## src/hw/rtl/tsrf_pkg.sv

```systemverilog
// ----------------------------------------------------------------------------
// tsrf_pkg: shared types and constants for the timed source report filter
// Holds the control word layout, the microcode store and the result codes.
// ----------------------------------------------------------------------------
package tsrf_pkg;

  localparam int unsigned ADDR_W    = 32;
  localparam int unsigned TIME_W    = 31;
  localparam int unsigned OUTCOME_W = 2;
  localparam int unsigned STEP_W    = 2;

  localparam logic [TIME_W-1:0] HOLDOFF_RESET = 31'd10000;

  // result codes
  localparam logic [OUTCOME_W-1:0] OUTCOME_REFRESH = 2'd0;
  localparam logic [OUTCOME_W-1:0] OUTCOME_NEW     = 2'd1;
  localparam logic [OUTCOME_W-1:0] OUTCOME_FULL    = 2'd2;

  typedef logic [STEP_W-1:0] step_t;

  // microcode addresses
  localparam step_t STEP_LOAD   = 2'd0;
  localparam step_t STEP_SCAN   = 2'd1;
  localparam step_t STEP_COMMIT = 2'd2;
  localparam step_t STEP_EMIT   = 2'd3;

  typedef enum logic [1:0] {
    OP_LOAD   = 2'd0,
    OP_SCAN   = 2'd1,
    OP_COMMIT = 2'd2,
    OP_EMIT   = 2'd3
  } op_t;

  typedef enum logic [1:0] {
    COND_NONE      = 2'd0,
    COND_NO_INPUT  = 2'd1,
    COND_SCAN_MORE = 2'd2,
    COND_OUT_BUSY  = 2'd3
  } cond_t;

  typedef struct packed {
    op_t   op;
    cond_t cond;
    step_t jump;
    step_t nxt;
  } cw_t;

  typedef struct packed {
    logic no_input;
    logic scan_more;
    logic out_busy;
  } seq_flags_t;

  // microcode store: jump taken when the condition holds, else fall to nxt
  function automatic cw_t rom_word(step_t step);
    cw_t cw;
    unique case (step)
      STEP_LOAD:   cw = '{op: OP_LOAD,   cond: COND_NO_INPUT,  jump: STEP_LOAD,
                          nxt: STEP_SCAN};
      STEP_SCAN:   cw = '{op: OP_SCAN,   cond: COND_SCAN_MORE, jump: STEP_SCAN,
                          nxt: STEP_COMMIT};
      STEP_COMMIT: cw = '{op: OP_COMMIT, cond: COND_NONE,      jump: STEP_COMMIT,
                          nxt: STEP_EMIT};
      STEP_EMIT:   cw = '{op: OP_EMIT,   cond: COND_OUT_BUSY,  jump: STEP_EMIT,
                          nxt: STEP_LOAD};
      default:     cw = '{op: OP_LOAD,   cond: COND_NONE,      jump: STEP_LOAD,
                          nxt: STEP_LOAD};
    endcase
    return cw;
  endfunction

endpackage

```

## src/hw/rtl/timed_source_report_filter.sv

```systemverilog
// ----------------------------------------------------------------------------
// timed_source_report_filter: repeat-attempt suppression table
// Decides per connection attempt whether it is announced, refreshing or
// storing source entries in a small address/time table.
// ----------------------------------------------------------------------------
// usage
//   input channel (in_valid/in_ready) carries one word per attempt:
//   source_address and now_ms. output channel (out_valid/out_ready) returns
//   one word per attempt: report and outcome (refresh, new, full).
//   cfg_we/cfg_data writes holdoff_ms; write it only while the block is idle.
// timing
//   a microcoded sequencer walks the table one entry per cycle through the
//   single read port of the entry memory: 1 load step, up to ENTRIES scan
//   steps (stops at the first address match), 1 commit step, 1 emit step.
//   the emit step writes the result into the output register, and a new word
//   is taken only in the load step that follows the emit step.
// reset
//   rst clears the sequencer, the per-entry valid bits (the table reads as
//   all zero), out_valid of the output register and sets holdoff_ms to 10000.
// stall
//   the result sits in an output register; the next word can be accepted
//   and scanned while it waits, and the emit step waits until it is free.
// ----------------------------------------------------------------------------
module timed_source_report_filter #(
  parameter int unsigned ENTRIES = 8
) (
  input  logic                             clk,
  input  logic                             rst,
  input  logic                             cfg_we,
  input  logic [tsrf_pkg::TIME_W-1:0]      cfg_data,
  input  logic                             in_valid,
  output logic                             in_ready,
  input  logic [tsrf_pkg::ADDR_W-1:0]      source_address,
  input  logic [tsrf_pkg::TIME_W-1:0]      now_ms,
  output logic                             out_valid,
  input  logic                             out_ready,
  output logic                             report,
  output logic [tsrf_pkg::OUTCOME_W-1:0]   outcome
);
  import tsrf_pkg::*;

  localparam int unsigned IDX_W = (ENTRIES > 1) ? $clog2(ENTRIES) : 1;
  localparam logic [IDX_W-1:0] LAST_IDX = IDX_W'(ENTRIES - 1);

  // sequencer interface
  cw_t        cw;
  seq_flags_t flags;

  // configuration
  logic [TIME_W-1:0] holdoff;

  // entry memory, valid bits stand in for the cleared reset state
  logic [ADDR_W-1:0] addr_mem [ENTRIES];
  logic [TIME_W-1:0] time_mem [ENTRIES];
  logic [ENTRIES-1:0] entry_valid;

  // read port
  logic [IDX_W-1:0]  rd_idx;
  logic [ADDR_W-1:0] rd_addr;
  logic [TIME_W-1:0] rd_time;
  logic              rd_valid;
  logic [ADDR_W-1:0] cur_addr;
  logic [TIME_W-1:0] cur_time;

  // write port
  logic              wr_en;
  logic [IDX_W-1:0]  wr_idx;

  // working registers of the current word
  logic [ADDR_W-1:0]    addr_q;
  logic [TIME_W-1:0]    now_q;
  logic [IDX_W-1:0]     idx;
  logic                 hit;
  logic                 free_found;
  logic [IDX_W-1:0]     free_idx;
  logic                 res_report;
  logic [OUTCOME_W-1:0] res_outcome;

  // decoded datapath conditions
  logic              accept;
  logic              match;
  logic              expired;
  logic [TIME_W:0]   limit;
  logic              out_busy;
  logic              emit;

  tsrf_seq u_seq (
    .clk   (clk),
    .rst   (rst),
    .flags (flags),
    .cw    (cw)
  );

  assign in_ready = (cw.op == OP_LOAD);
  assign accept   = in_valid && in_ready;
  assign out_busy = out_valid && !out_ready;
  assign emit     = (cw.op == OP_EMIT) && !out_busy;

  // entries that were never written read as address zero, time zero
  assign cur_addr = rd_valid ? rd_addr : '0;
  assign cur_time = rd_valid ? rd_time : '0;

  // expiry: stamp + holdoff strictly below now, one bit wider so no wrap
  assign limit   = {1'b0, cur_time} + {1'b0, holdoff};
  assign expired = limit < {1'b0, now_q};
  assign match   = (cur_addr == addr_q);

  assign flags.no_input  = !in_valid;
  assign flags.scan_more = !(match || (idx == LAST_IDX));
  assign flags.out_busy  = out_busy;

  // read one entry ahead of the compare
  always_comb begin
    rd_idx = '0;
    if (cw.op == OP_SCAN && idx != LAST_IDX) begin
      rd_idx = idx + 1'b1;
    end else if (cw.op == OP_SCAN) begin
      rd_idx = idx;
    end
  end

  // refresh of a hit, or placement of a new source
  always_comb begin
    wr_en  = 1'b0;
    wr_idx = idx;
    if (cw.op == OP_SCAN && match) begin
      wr_en  = 1'b1;
      wr_idx = idx;
    end else if (cw.op == OP_COMMIT && !hit && free_found) begin
      wr_en  = 1'b1;
      wr_idx = free_idx;
    end
  end

  always_ff @(posedge clk) begin
    rd_addr  <= addr_mem[rd_idx];
    rd_time  <= time_mem[rd_idx];
    rd_valid <= entry_valid[rd_idx];
    if (wr_en) begin
      addr_mem[wr_idx] <= addr_q;
      time_mem[wr_idx] <= now_q;
    end
  end

  always_ff @(posedge clk) begin
    if (rst) begin
      entry_valid <= '0;
      holdoff     <= HOLDOFF_RESET;
    end else begin
      if (wr_en) begin
        entry_valid[wr_idx] <= 1'b1;
      end
      if (cfg_we) begin
        holdoff <= cfg_data;
      end
    end
  end

  // per-word scan state
  always_ff @(posedge clk) begin
    if (rst) begin
      hit        <= 1'b0;
      free_found <= 1'b0;
    end else begin
      case (cw.op)
        OP_LOAD: begin
          if (accept) begin
            hit        <= 1'b0;
            free_found <= 1'b0;
          end
        end
        OP_SCAN: begin
          if (match) begin
            hit <= 1'b1;
          end else if (cur_addr == '0 || expired) begin
            free_found <= 1'b1;
          end
        end
        default: begin
        end
      endcase
    end
  end

  // payload registers of the current word
  always_ff @(posedge clk) begin
    case (cw.op)
      OP_LOAD: begin
        if (accept) begin
          addr_q <= source_address;
          now_q  <= now_ms;
          idx    <= '0;
        end
      end
      OP_SCAN: begin
        if (match) begin
          res_report  <= expired;
          res_outcome <= OUTCOME_REFRESH;
        end else begin
          if (cur_addr == '0 || expired) begin
            free_idx <= idx;
          end
          if (idx != LAST_IDX) begin
            idx <= idx + 1'b1;
          end
        end
      end
      OP_COMMIT: begin
        if (!hit) begin
          res_report  <= free_found;
          res_outcome <= free_found ? OUTCOME_NEW : OUTCOME_FULL;
        end
      end
      default: begin
      end
    endcase
  end

  // output register
  always_ff @(posedge clk) begin
    if (rst) begin
      out_valid <= 1'b0;
    end else if (emit) begin
      out_valid <= 1'b1;
    end else if (out_ready) begin
      out_valid <= 1'b0;
    end
  end

  always_ff @(posedge clk) begin
    if (emit) begin
      report  <= res_report;
      outcome <= res_outcome;
    end
  end

endmodule

```

## src/hw/rtl/tsrf_seq.sv

```systemverilog
// ----------------------------------------------------------------------------
// tsrf_seq: microcode sequencer
// Step counter over the control store, with a conditional jump per step.
// ----------------------------------------------------------------------------
module tsrf_seq (
  input  logic                clk,
  input  logic                rst,
  input  tsrf_pkg::seq_flags_t flags,
  output tsrf_pkg::cw_t       cw
);
  import tsrf_pkg::*;

  step_t step;
  step_t step_next;
  logic  taken;

  assign cw = rom_word(step);

  always_comb begin
    unique case (cw.cond)
      COND_NONE:      taken = 1'b0;
      COND_NO_INPUT:  taken = flags.no_input;
      COND_SCAN_MORE: taken = flags.scan_more;
      COND_OUT_BUSY:  taken = flags.out_busy;
      default:        taken = 1'b0;
    endcase
    step_next = taken ? cw.jump : cw.nxt;
  end

  always_ff @(posedge clk) begin
    if (rst) begin
      step <= STEP_LOAD;
    end else begin
      step <= step_next;
    end
  end

endmodule

```

## config.mk

```make
export PLATFORM = sky130hd
export DESIGN_NAME = timed_source_report_filter
export DESIGN_NICKNAME = d
export VERILOG_FILES = /design/src/hw/rtl/tsrf_pkg.sv /design/src/hw/rtl/timed_source_report_filter.sv /design/src/hw/rtl/tsrf_seq.sv
export SDC_FILE = /design/constraint.sdc
export NUM_CORES = 1
export LEC_CHECK = 0
export BUFFER_PORTS_ARGS = -buffer_cell sky130_fd_sc_hd__buf_2
export CAP_MARGIN = 20
export CORE_MARGIN = 4
export CORE_UTILIZATION = 66
export DETAILED_ROUTE_END_ITERATION = 10
export GPL_ROUTABILITY_DRIVEN = 0
export PLACE_DENSITY = 0.84
export SLEW_MARGIN = 20
export SYNTH_ARGS = -nofsm -noshare
export SYNTH_HDL_FRONTEND = slang
export SYNTH_SLANG_ARGS = --single-unit
```

## constraint.sdc

```tcl
create_clock -name clk -period 11.25 [get_ports clk]
set_clock_uncertainty 0.2 [all_clocks]
set_input_delay 1.125 -clock clk [delete_from_list [all_inputs] [get_ports clk]]
set_output_delay 1.125 -clock clk [all_outputs]
set_load 0.005 [all_outputs]
```

==> results of run 1 <==
-- cell type report --
| class | count | area (um2) | area share (%) |
|---|---|---|---|
| repair buffers | 118 | 632 | 2.03 |
| well taps | 532 | 666 | 2.14 |
| multi-input cells | 748 | 7850 | 25.3 |
| clock buffers | 92 | 1860 | 5.99 |
| flip-flops and latches | 687 | 19600 | 62.9 |
| inverters | 48 | 180 | 0.580 |
| clock inverters | 30 | 347 | 1.11 |
-- registers in the layout, summed over array words and instances, names as in the netlist --
name         count
out_valid        1
res_outcome      2
rd_valid         1
report           1
time_mem       248
u_seq.step       2
outcome          2
addr_mem       256
addr_q          32
now_q           31
rd_addr         32
free_idx         3
entry_valid      8
res_report       1
holdoff         31
free_found       1
idx              3
rd_time         31
hit              1
-- critical path: stages (launching register included) --
cell       delay, ns
dfxtp_2         0.37
buf_4           0.51
and2_1          0.22
ha_1            0.30
a211oi_1        0.30
o211ai_1        0.24
a31oi_1         0.51
a21boi_0        0.24
ha_1            0.28
a211oi_1        0.26
o21ai_0         0.14
o211ai_1        0.11
a21oi_1         0.09
a2111oi_0       0.79
o31a_1          0.29
a21oi_1         0.12
nor3_1          0.35
-- layer usage --
layer / wire, um / vias to the layer above
li1: - / 6390
met1: 22500 / 7402
met2: 29600 / 562
met3: 3520 / 149
met4: 2190 / 0
met5: 0 / -
-- power breakdown --
| group | switching, mW | internal [mW] |
|---|---|---|
| Sequential | 0.256 | 3.10 |
| Clock | 0.937 | 1.31 |
| Combinational | 0.572 | 0.606 |
-- cells in the mapped netlist, drive strengths merged, types with 30 or more instances --
master  number
a21oi       45
and2        35
clkbuf      30
dfxtp      108
edfxtp     579
ha          70
inv         47
mux2        66
mux2i       32
mux4       128
nand2       36
nor2        65
o21ai       41
xnor2       36
-- kinds of logic (layout without fill, tap and decap cells) --
| family | after synthesis | count (layout) | share of synthesized area, % |
|---|---|---|---|
| flops | 687 | 687 | 70.6 |
| compound gates | 189 | 189 | 4.57 |
| simple gates | 218 | 218 | 4.43 |
| mux | 226 | 226 | 14.3 |
| xor+xnor | 44 | 44 | 1.39 |
| buf+inv | 101 | 288 | 1.48 |
| fa+ha+maj | 71 | 71 | 3.24 |
-- worst min-delay path by stage --
stage	slack, ns	startpoint	end
final	0.23	res_report	report
after global routing	0.24	res_outcome[1]	outcome[1]
after CTS	0.23	res_report	report
after detailed placement	0.22	res_outcome[1]	outcome[1]
after global placement	0.20	res_outcome[0]	outcome[0]
after floorplan	0.20	res_outcome[0]	outcome[0]
==> summary.txt, run 1 <==
Status
  – Status: completed

Synthesis
  – Synth area leaders: edfxtp_1 (63%), mux4_2 (10%), dfxtp_1 (7.8%)
  – Syn nets: 1706
  – Post-synth EDFFs: 579
  – Main synth FF type: edfxtp_1
  – Asr flop ratio synth: 0%
  – Register area share after synthesis: a little over two thirds
  – Ys Warns: 0
  – Synth area leader: edfxtp_1
  – Avg Cell Area, Syn: 18.0 um2
  – Share of the synthesized area in the top cell type: 62.8%
  – Post-synthesis cell area: 27700 um2
  – Cells after Synth: 1536
  – Netlist cell types: 65
  – Seq cells post-synth: between 600 and 700

Timing
  – Fin crit period: 5.64 ns
  – Final setup violation count: 0
  – F_max: 0.177 GHz
  – Slew @ Worst Pin: 1.17 ns
  – Slew Limit Fails: 0
  – Final TNS setup: 0 ns
  – Hold WS: 0.227 ns
  – RSZ-0062 raised after global routing: no
  – Fin crit share: 50.1%
  – Setup ws final: 5.61 ns
  – Slew headroom: 22.1%
  – Final-report hold violation count: 0

Critical path
  – R2R depth: 16
  – Worst-path maximum fanout: 58
  – Crit path DAT: 5.70 ns
  – CP required: 11.31 ns
  – Crit path capture: free_idx[0]
  – Internal reg-to-reg setup slack: 5.61 ns
  – Startpoint types: register
  – Setup crit start: rd_valid
  – CP endpoint kind: register
  – Reg-to-reg startpoint: rd_valid
  – Reg2reg end: free_idx[0]
  – Setup CP Type: reg2reg

CTS
  – CTS H-tree depth: 3
  – CTS tree: done
  – CTS Hold Bufs: 0
  – Clock buffer depth: 3
  – Number of CTS-inserted buffers: 66
  – Post-CTS Setup Bufs: 0
  – CTS Root Cell: clkbuf_16
  – Clock sink count: a little under 700
  – Post-CTS resize count: 0
  – Clk slew on worst S/H paths: 0.06 ns
  – Skew-Pair Late Insertion Delay: 0.60 ns

Final layout
  – Antenna diodes: 0
  – Syn-to-layout area delta: 12.3%
  – Fill cells: 2256
  – Non-Filler Instances: 2255
  – Final nets: about 1800
  – Fin util: ~76%
  – Layout cells sized above 1: 26.7%
  – Final instance area: 31100 um2
  – Commonest non-fill, non-tap cell in the layout: edfxtp_1
  – Most frequent cells in the layout: edfxtp_1 (579), mux4_2 (128), dfxtp_1 (107)

Global route
  – Total GRT Usage: 26.3%
  – Global-route met1 utilization: 35.0%
  – GRT overflow: 0
  – Met2 usage: 44.8%
  – Largest net degree at the start of global routing: 70
  – GR peak layer: met2
  – First-pass GRT wire length: 89600 um
  – M3 GR Usage: 4.25%
  – Number of global-route vias before repair: 15500
  – Initial antenna violation count: 0

Min path
  – Hold path cells: 0
  – Worst Hold Class: reg2reg

Routing
  – DR iter-0 viols: 1438
  – Remaining antenna violation count: 0
  – Routed len/inst: between 20 and 30 um
  – DRT Pass-1 Iters: 5
  – Total Wirelength: 57800 um
  – Residual DRC count: 0
  – Vias per cell: 6.43
  – Routed vias: 14500

Flow run
  – Max Cap Viol: 0

Placement
  – Placed inst area: 28900 um2
  – Pre-CTS setup slack: 5.81 ns
  – Final HPWL DP: around 32000 um
  – Placed Cells: ~2100
  – IO Port Bufs: around 100

Power
  – Total power: 6.78 mW
  – Leakage: 11.1 nW
  – Power Density: approximately 220 nW/um2
  – Peak supply drop: 0.170 mV

Floorplanning
  – Ports: about 100
  – Die ar.: 45300 um2
  – Core area: 41100 um2
  – DIE HEIGHT: around 210 um
  – FP Rows: 74
  – Initial Util: 67.3%
  – Die Wd: 213 um
Note: power is estimated with default switching activity, not from simulation.
==> inputs of run 2 (changes only) <==
--- a/config.mk
+++ b/config.mk
@@ -8,10 +8,10 @@
 export BUFFER_PORTS_ARGS = -buffer_cell sky130_fd_sc_hd__buf_2
 export CAP_MARGIN = 20
 export CORE_MARGIN = 4
-export CORE_UTILIZATION = 66
+export CORE_UTILIZATION = 62
 export DETAILED_ROUTE_END_ITERATION = 10
 export GPL_ROUTABILITY_DRIVEN = 0
-export PLACE_DENSITY = 0.84
+export PLACE_DENSITY = 0.8
 export SLEW_MARGIN = 20
 export SYNTH_ARGS = -nofsm -noshare
 export SYNTH_HDL_FRONTEND = slang
==> constraint.sdc (replaced) <==
create_clock -name clk -period 5.9 [get_ports clk]
set_clock_uncertainty 0.2 [all_clocks]
set_input_delay 0.59 -clock clk [delete_from_list [all_inputs] [get_ports clk]]
set_output_delay 0.59 -clock clk [all_outputs]
set_load 0.005 [all_outputs]
==> summary.txt, run 2 (synthesized netlist as in run 1, its figures left out) <==
Status
  – Status: completed

Global route
  – Initial antenna violation count: 0 (unchanged)
  – Total GRT Usage: 25.4% (-0.96 points)
  – First-pass GRT wire length: 91500 um (+2.1%)
  – GRT overflow: 0 (unchanged)
  – Number of global-route vias before repair: 15500 (+0.10%)
  – Largest net degree at the start of global routing: 69 (-1.4%)

Final layout
  – Final nets: 1908 (+3.8%)
  – Layout cells sized above 1: 26.2% (-0.53 points)
  – Most frequent cells in the layout: edfxtp_1 (579), mux4_2 (128), dfxtp_1 (107)
  – Multi-input logic area: 7860 um2 (+0.11%)
  – Commonest non-fill, non-tap cell in the layout: edfxtp_1
  – Antenna diodes: 0 (unchanged)
  – Syn-to-layout area delta: 15.5%
  – FF+latch area: 19600 um2 (unchanged)
  – Non-Filler Instances: 2384 (+5.7%)
  – Fill cells: 2590 (+15%)
  – Largest Register: addr_mem
  – Largest register FFs: 256 (unchanged)
  – Largest regs: addr_mem (256), time_mem (248)

Critical path
  – Setup crit start: rd_valid
  – Startpoint types: register
  – CP required: 5.97 ns (-5.34 ns)
  – CP endpoint kind: register
  – Setup CP Type: reg2reg
  – Worst-path maximum fanout: 22 (-62%)
  – R2R depth: 21 (+5)
  – Internal reg-to-reg setup slack: 0.56 ns (-5.05 ns)
  – Reg2reg end: free_idx[0]
  – Crit path DAT: 5.41 ns (-0.29 ns)
  – Reg-to-reg startpoint: rd_valid

Timing
  – Fin crit period: 5.34 ns (-0.297 ns)
  – Slew headroom: 29.3% (+7.2 points)
  – F_max: 0.187 GHz (+5.6%)
  – Final setup violation count: 0 (unchanged)
  – Slew @ Worst Pin: 1.06 ns (-0.108 ns)
  – Final-report hold violation count: 0 (unchanged)
  – Fin crit share: 90.6% (+40 points)
  – RSZ-0062 raised after global routing: no
  – Hold WS: 0.0296 ns (-0.198 ns)
  – Slew Limit Fails: 0 (unchanged)
  – Final TNS setup: 0 ns (unchanged)

CTS
  – Clock sink count: 687 (unchanged)
  – CTS Root Cell: clkbuf_16
  – CTS Hold Bufs: 63 (+63)
  – Number of CTS-inserted buffers: 67 (+1.5%)
  – Clock buffer depth: 3 (unchanged)
  – Post-CTS resize count: 0 (unchanged)
  – CTS tree: done
  – Skew-Pair Late Insertion Delay: 0.61 ns (about the same)
  – CTS H-tree depth: 3 (unchanged)
  – Clk slew on worst S/H paths: 0.07 ns (about the same)
  – Post-CTS Setup Bufs: 0 (unchanged)

Min path
  – HP Start: cfg_data[24]
  – Hold path cells: 3 (+3)
  – Worst Hold Class: in2reg
  – Hold EP: holdoff[24]

Placement
  – Placed Cells: 2198 (+3.0%)
  – Final HPWL DP: 33200 um (+2.5%)
  – IO Port Bufs: 103 (unchanged)

Routing
  – DRT Pass-1 Iters: 7 (+2)
  – Total Wirelength: 59100 um (+2.2%)
  – DR iter-0 viols: 1228 (-15%)
  – Residual DRC count: 0 (unchanged)
  – Routed vias: 14800 (+2.1%)
  – Remaining antenna violation count: 0 (unchanged)
  – Vias per cell: 6.21 (-3.4%)
  – Routed len/inst: 24.8 um (-3.3%)

Power
  – Power Density: 409 nW/um2 (+88%)
  – Leakage: 11.5 nW (+3.1%)
  – Total power: 13.1 mW (+93%)
  – Peak supply drop: 0.308 mV (+81%)

Floorplanning
  – Core area: 44200 um2 (+7.6%)
  – DIE HEIGHT: 219 um (+3.1%)
  – Die Wd: 219 um (+3.1%)
  – Initial Util: 62.6% (-4.7 points)
  – Ports: 104 (unchanged)
  – Die ar.: 48100 um2 (+6.2%)
  – FP Rows: 77 (+4.1%)

Flow run
  – Max Cap Viol: 0 (unchanged)
-- run 2: changes by cell type in the layout (fill, tap and decap cells not counted), moves of 2 or more --
cell,before,now
clkbuf_8,7,11
buf_12,0,5
dlygate4sd3_1,0,63
inv_6,2,4
clkinvlp_4,4,2
bufinv_16,6,8
clkbuf_1,17,13
-- run 2: routing by layer --
layer  wire length [um]  track usage, %
met5                  0               0
met4               1520            6.93
met3               3410            4.46
met2              30400            43.4
met1              23800            34.2
-- run 2: worst max-delay path by stage --
stage                           endpoint  slack (ns)
after floorplan           addr_mem[6][0]        0.23
after global placement       free_idx[0]        0.67
after detailed placement     free_idx[2]        0.60
after CTS                    free_idx[2]        0.61
after global routing         free_idx[1]        0.03
final                        free_idx[0]        0.56
-- run 2: layout make-up --
class | instances | share of cell area, %
clock inverter | 32 | 1.24
inverter | 48 | 0.568
timing repair buffer | 186 | 4.25
multi-input combinational | 748 | 24.6
sequential | 687 | 61.2
clock buffer | 91 | 5.87
tap | 592 | 2.32
-- run 2: worst max-delay path, cell delays in order (launching register included) --
cell and delay (ns):
dfxtp_2 0.55, and2_1 0.20, ha_1 0.18, inv_1 0.06, fa_1 0.40, nor2b_1 0.17
o21bai_1 0.12, a21oi_1 0.16, nor2_1 0.09, o21ai_0 0.37, a211o_1 0.18, a21oi_1 0.07
xnor2_1 0.14, ha_1 0.18, a211oi_1 0.22, o21ai_0 0.12, o211ai_1 0.10, a21oi_1 0.08
a2111oi_0 0.67, o31a_1 0.29, a21oi_1 0.12, nor3_1 0.34
-- run 2: report_power, final --
group / switching [mW] / internal (mW) / total (mW)
logic: 1.11 / 1.19 / 2.31
registers: 0.484 / 5.91 / 6.39
clock network: 1.79 / 2.60 / 4.39
-- run 2: metrics by stage --
stage	instance area [um2]	util, %	worst slack [ns]
after global routing	32000	72.3	0.0287
final	32000	72.3	0.557
after detailed placement	29100	65.7	0.599
after global placement	29100	65.7	0.674
after CTS	32000	72.3	0.609
after floorplan	27700	-	0.230
==> inputs of run 3 (changes only) <==
--- a/config.mk
+++ b/config.mk
@@ -8,10 +8,11 @@
 export BUFFER_PORTS_ARGS = -buffer_cell sky130_fd_sc_hd__buf_2
 export CAP_MARGIN = 20
 export CORE_MARGIN = 4
-export CORE_UTILIZATION = 62
+export CORE_UTILIZATION = 44
 export DETAILED_ROUTE_END_ITERATION = 10
 export GPL_ROUTABILITY_DRIVEN = 0
-export PLACE_DENSITY = 0.8
+export RECOVER_POWER = 100
+export SETUP_SLACK_MARGIN = 0.4
 export SLEW_MARGIN = 20
 export SYNTH_ARGS = -nofsm -noshare
 export SYNTH_HDL_FRONTEND = slang
==> summary.txt, run 3 (synthesized netlist as in run 1, its figures left out) <==
Floorplanning
  – Core area: 61900 um2 (+40%)
  – Die Wd: 259 um (+18%)
  – Ports: 104 (unchanged)
  – FP Rows: 91 (+18%)
  – DIE HEIGHT: 259 um (+18%)
  – Initial Util: 44.7% (-18 points)
  – Die ar.: 67000 um2 (+39%)

Critical path
  – Buf/Inv on CP: 2 (+1)
  – CP required: 5.99 ns (+0.02 ns)
  – CP endpoint kind: register
  – Slowest-stage cell, CP: dfxtp_1
  – Setup crit start: rd_valid
  – Worst-path maximum fanout: 22 (unchanged)
  – Crit path DAT: 5.33 ns (-0.08 ns)
  – Reg-to-reg startpoint: rd_valid
  – Startpoint types: register
  – Top delay family on crit path: compound AO/OA/AOI/OAI gates
  – Setup CP Type: reg2reg
  – Critical-path cell list: buf_4, and2_0, ha_1, and4_4, and2_4, a22o_1, a31oi_1, clkbuf_1, o21ai_0, a41oi_1, o21ai_0, xor2_1, ha_1, a21o_1, a211o_1, a211oi_1, o31a_1, a21oi_1, nor3_2
  – Critical path's largest stage delay: 0.53 ns (-0.14 ns)

Placement
  – IO Port Bufs: 103 (unchanged)
  – Final HPWL DP: 33800 um (+1.6%)

CTS
  – CTS H-tree depth: 3 (unchanged)
  – Post-CTS Setup Bufs: 0 (unchanged)
  – Clk slew on worst S/H paths: 0.06 ns (about the same)
  – Clock sink count: 687 (unchanged)
  – Number of CTS-inserted buffers: 74 (+10%)
  – CTS tree: done
  – Skew-Pair Late Insertion Delay: 0.62 ns (about the same)
  – CTS Root Cell: clkbuf_16
  – Clock buffer depth: 3 (unchanged)

Timing
  – Slew headroom: -109% (-140 points)
  – Final TNS setup: 0 ns (unchanged)
  – Slew @ Worst Pin: 3.13 ns (+2.07 ns)
  – Hold WS: 0.0341 ns (+0.00448 ns)
  – F_max: 0.191 GHz (+2.0%)
  – Final-report hold violation count: 0 (unchanged)
  – RSZ-0062 raised after global routing: no
  – Slew Limit Fails: 361 (+361)
  – Fin crit share: 88.8% (-1.7 points)
  – Fin crit period: 5.24 ns (-0.103 ns)
  – Final setup violation count: 0 (unchanged)

Power
  – Total power: 13.2 mW (+0.93%)
  – Logic pwr share: 17.3% (-0.3 points)
  – Clock share of power: 34.4% (+0.9 points)
  – Peak supply drop: 0.345 mV (+12%)
  – Power Density: 408 nW/um2 (-0.43%)
  – NetSw: 3.40 mW (+0.44%)
  – Pint: 9.81 mW (+1.1%)
  – Leakage: 11.5 nW (+0.21%)
  – Sw Ratio: 25.7% (-0.13 points)
  – Sequential power share: 48.3% (-0.6 points)

Flow run
  – Max Cap Viol: 11 (+11)

Routing
  – Remaining antenna violation count: 0 (unchanged)
  – WL met3: 2090 um (-39%)
  – DR top layer: met4
  – Vias per cell: 5.40 (-13%)
  – Total Wirelength: 59200 um (+0.20%)
  – Met1 Routed Length: 26200 um (+10%)
  – DR WL met2: 29300 um (-3.8%)
  – Residual DRC count: 0 (unchanged)
  – DRT Pass-1 Iters: 5 (-2)
  – Routed vias: 14400 (-3.1%)
  – DR iter-0 viols: 959 (-22%)
  – Routed len/inst: 22.3 um (-10%)

Final layout
  – Largest register FFs: 256 (unchanged)
  – Syn-to-layout area delta: 17.1%
  – Commonest non-fill, non-tap cell in the layout: edfxtp_1
  – Final nets: 1930 (+1.2%)
  – Layout cells sized above 1: 24.3% (-1.8 points)
  – Fill cells: 5060 (+95%)
  – Most frequent cells in the layout: edfxtp_1 (579), mux4_2 (128), dfxtp_1 (108)
  – Largest Register: addr_mem
  – Largest regs: addr_mem (256), time_mem (248)

Global route
  – Total GRT Usage: 17.8% (-7.5 points)
  – First-pass GRT wire length: 90700 um (-0.90%)
  – Largest net degree at the start of global routing: 103 (+49%)
  – Initial antenna violation count: 0 (unchanged)
  – Number of global-route vias before repair: 15200 (-1.8%)
  – GRT overflow: 0 (unchanged)

Min path
  – Worst Hold Class: in2reg
  – HP Start: cfg_data[30]

Status
  – Failing checks: capacitance limit, slew limit
  – Status: finished with violations
[run 3: changes by cell type in the layout (fill, tap and decap cells not counted), sizes merged]
cell and delta:
clkinv -2, dlygate4sd3 +12, buf -31, inv +3, bufinv -4, clkinvlp +1
diode +1, clkbuf +50
[run 3: layer usage]
metal,vias to the layer above,track usage (%)
li1,6585,-
met3,109,3.11
met1,7399,23.9
met4,0,5.44
met2,262,30.1
met5,-,0
[run 3: worst register-to-register path, cell delays in order (launching register included)]
cell	delay, ns
dfxtp_1	0.53
buf_4	0.32
and2_0	0.19
ha_1	0.33
and4_4	0.22
and2_4	0.16
a22o_1	0.20
a31oi_1	0.13
clkbuf_1	0.25
o21ai_0	0.21
a41oi_1	0.27
o21ai_0	0.15
xor2_1	0.16
ha_1	0.31
a21o_1	0.17
a211o_1	0.28
a211oi_1	0.22
o31a_1	0.27
a21oi_1	0.13
nor3_2	0.23
[run 3: final cells by class]
type / instances / area, um2 / area share (%)
sequential: 687 / 19500 / 60.3
multi-input combinational: 748 / 7780 / 24.0
clock buffer: 107 / 2110 / 6.50
timing repair buffer: 201 / 1430 / 4.42
tap: 837 / 1050 / 3.23
clock inverter: 30 / 300 / 0.927
inverter: 48 / 181 / 0.560
antenna: 1 / 2.50 / 0.00772
[run 3: path summary, 6_finish.rpt]
check	endpoint	slack, ns	cells after the start
setup / recovery	free_idx[0]	0.66	19
hold / removal	holdoff[30]	0.03	3
setup reg to reg	free_idx[0]	0.66	19
hold reg to reg	outcome[0]	0.24	0
[run 3: repair_timing]
action,4_1_cts,5_1_grt
setup endpoints to repair,0,3
resized for setup,0,3
hold endpoints to repair,75,0
hold buffers,75,0
[run 3: power groups by stage]
stage | clock, mW | sequential [mW] | combinational, mW
after floorplan | 0 | 6.29 | 1.74
after global placement | 0 | 6.46 | 2.26
after detailed placement | 0 | 6.48 | 2.29
after CTS | 4.66 | 6.39 | 2.34
after global routing | 4.87 | 6.46 | 2.51
final | 4.54 | 6.39 | 2.28
[run 3: through the flow]
stage | cell area (um2) | utilization, % | worst slack, ns | cells
global placement | 29400 | 47.5 | 0.687 | 2446
finish | 32400 | 52.3 | 0.660 | 2659
floorplan | 27700 | - | 0.462 | 1536
global route | 32400 | 52.3 | 0.283 | 2658
CTS | 32600 | 52.6 | 0.584 | 2658
detailed placement | 29400 | 47.5 | 0.604 | 2446
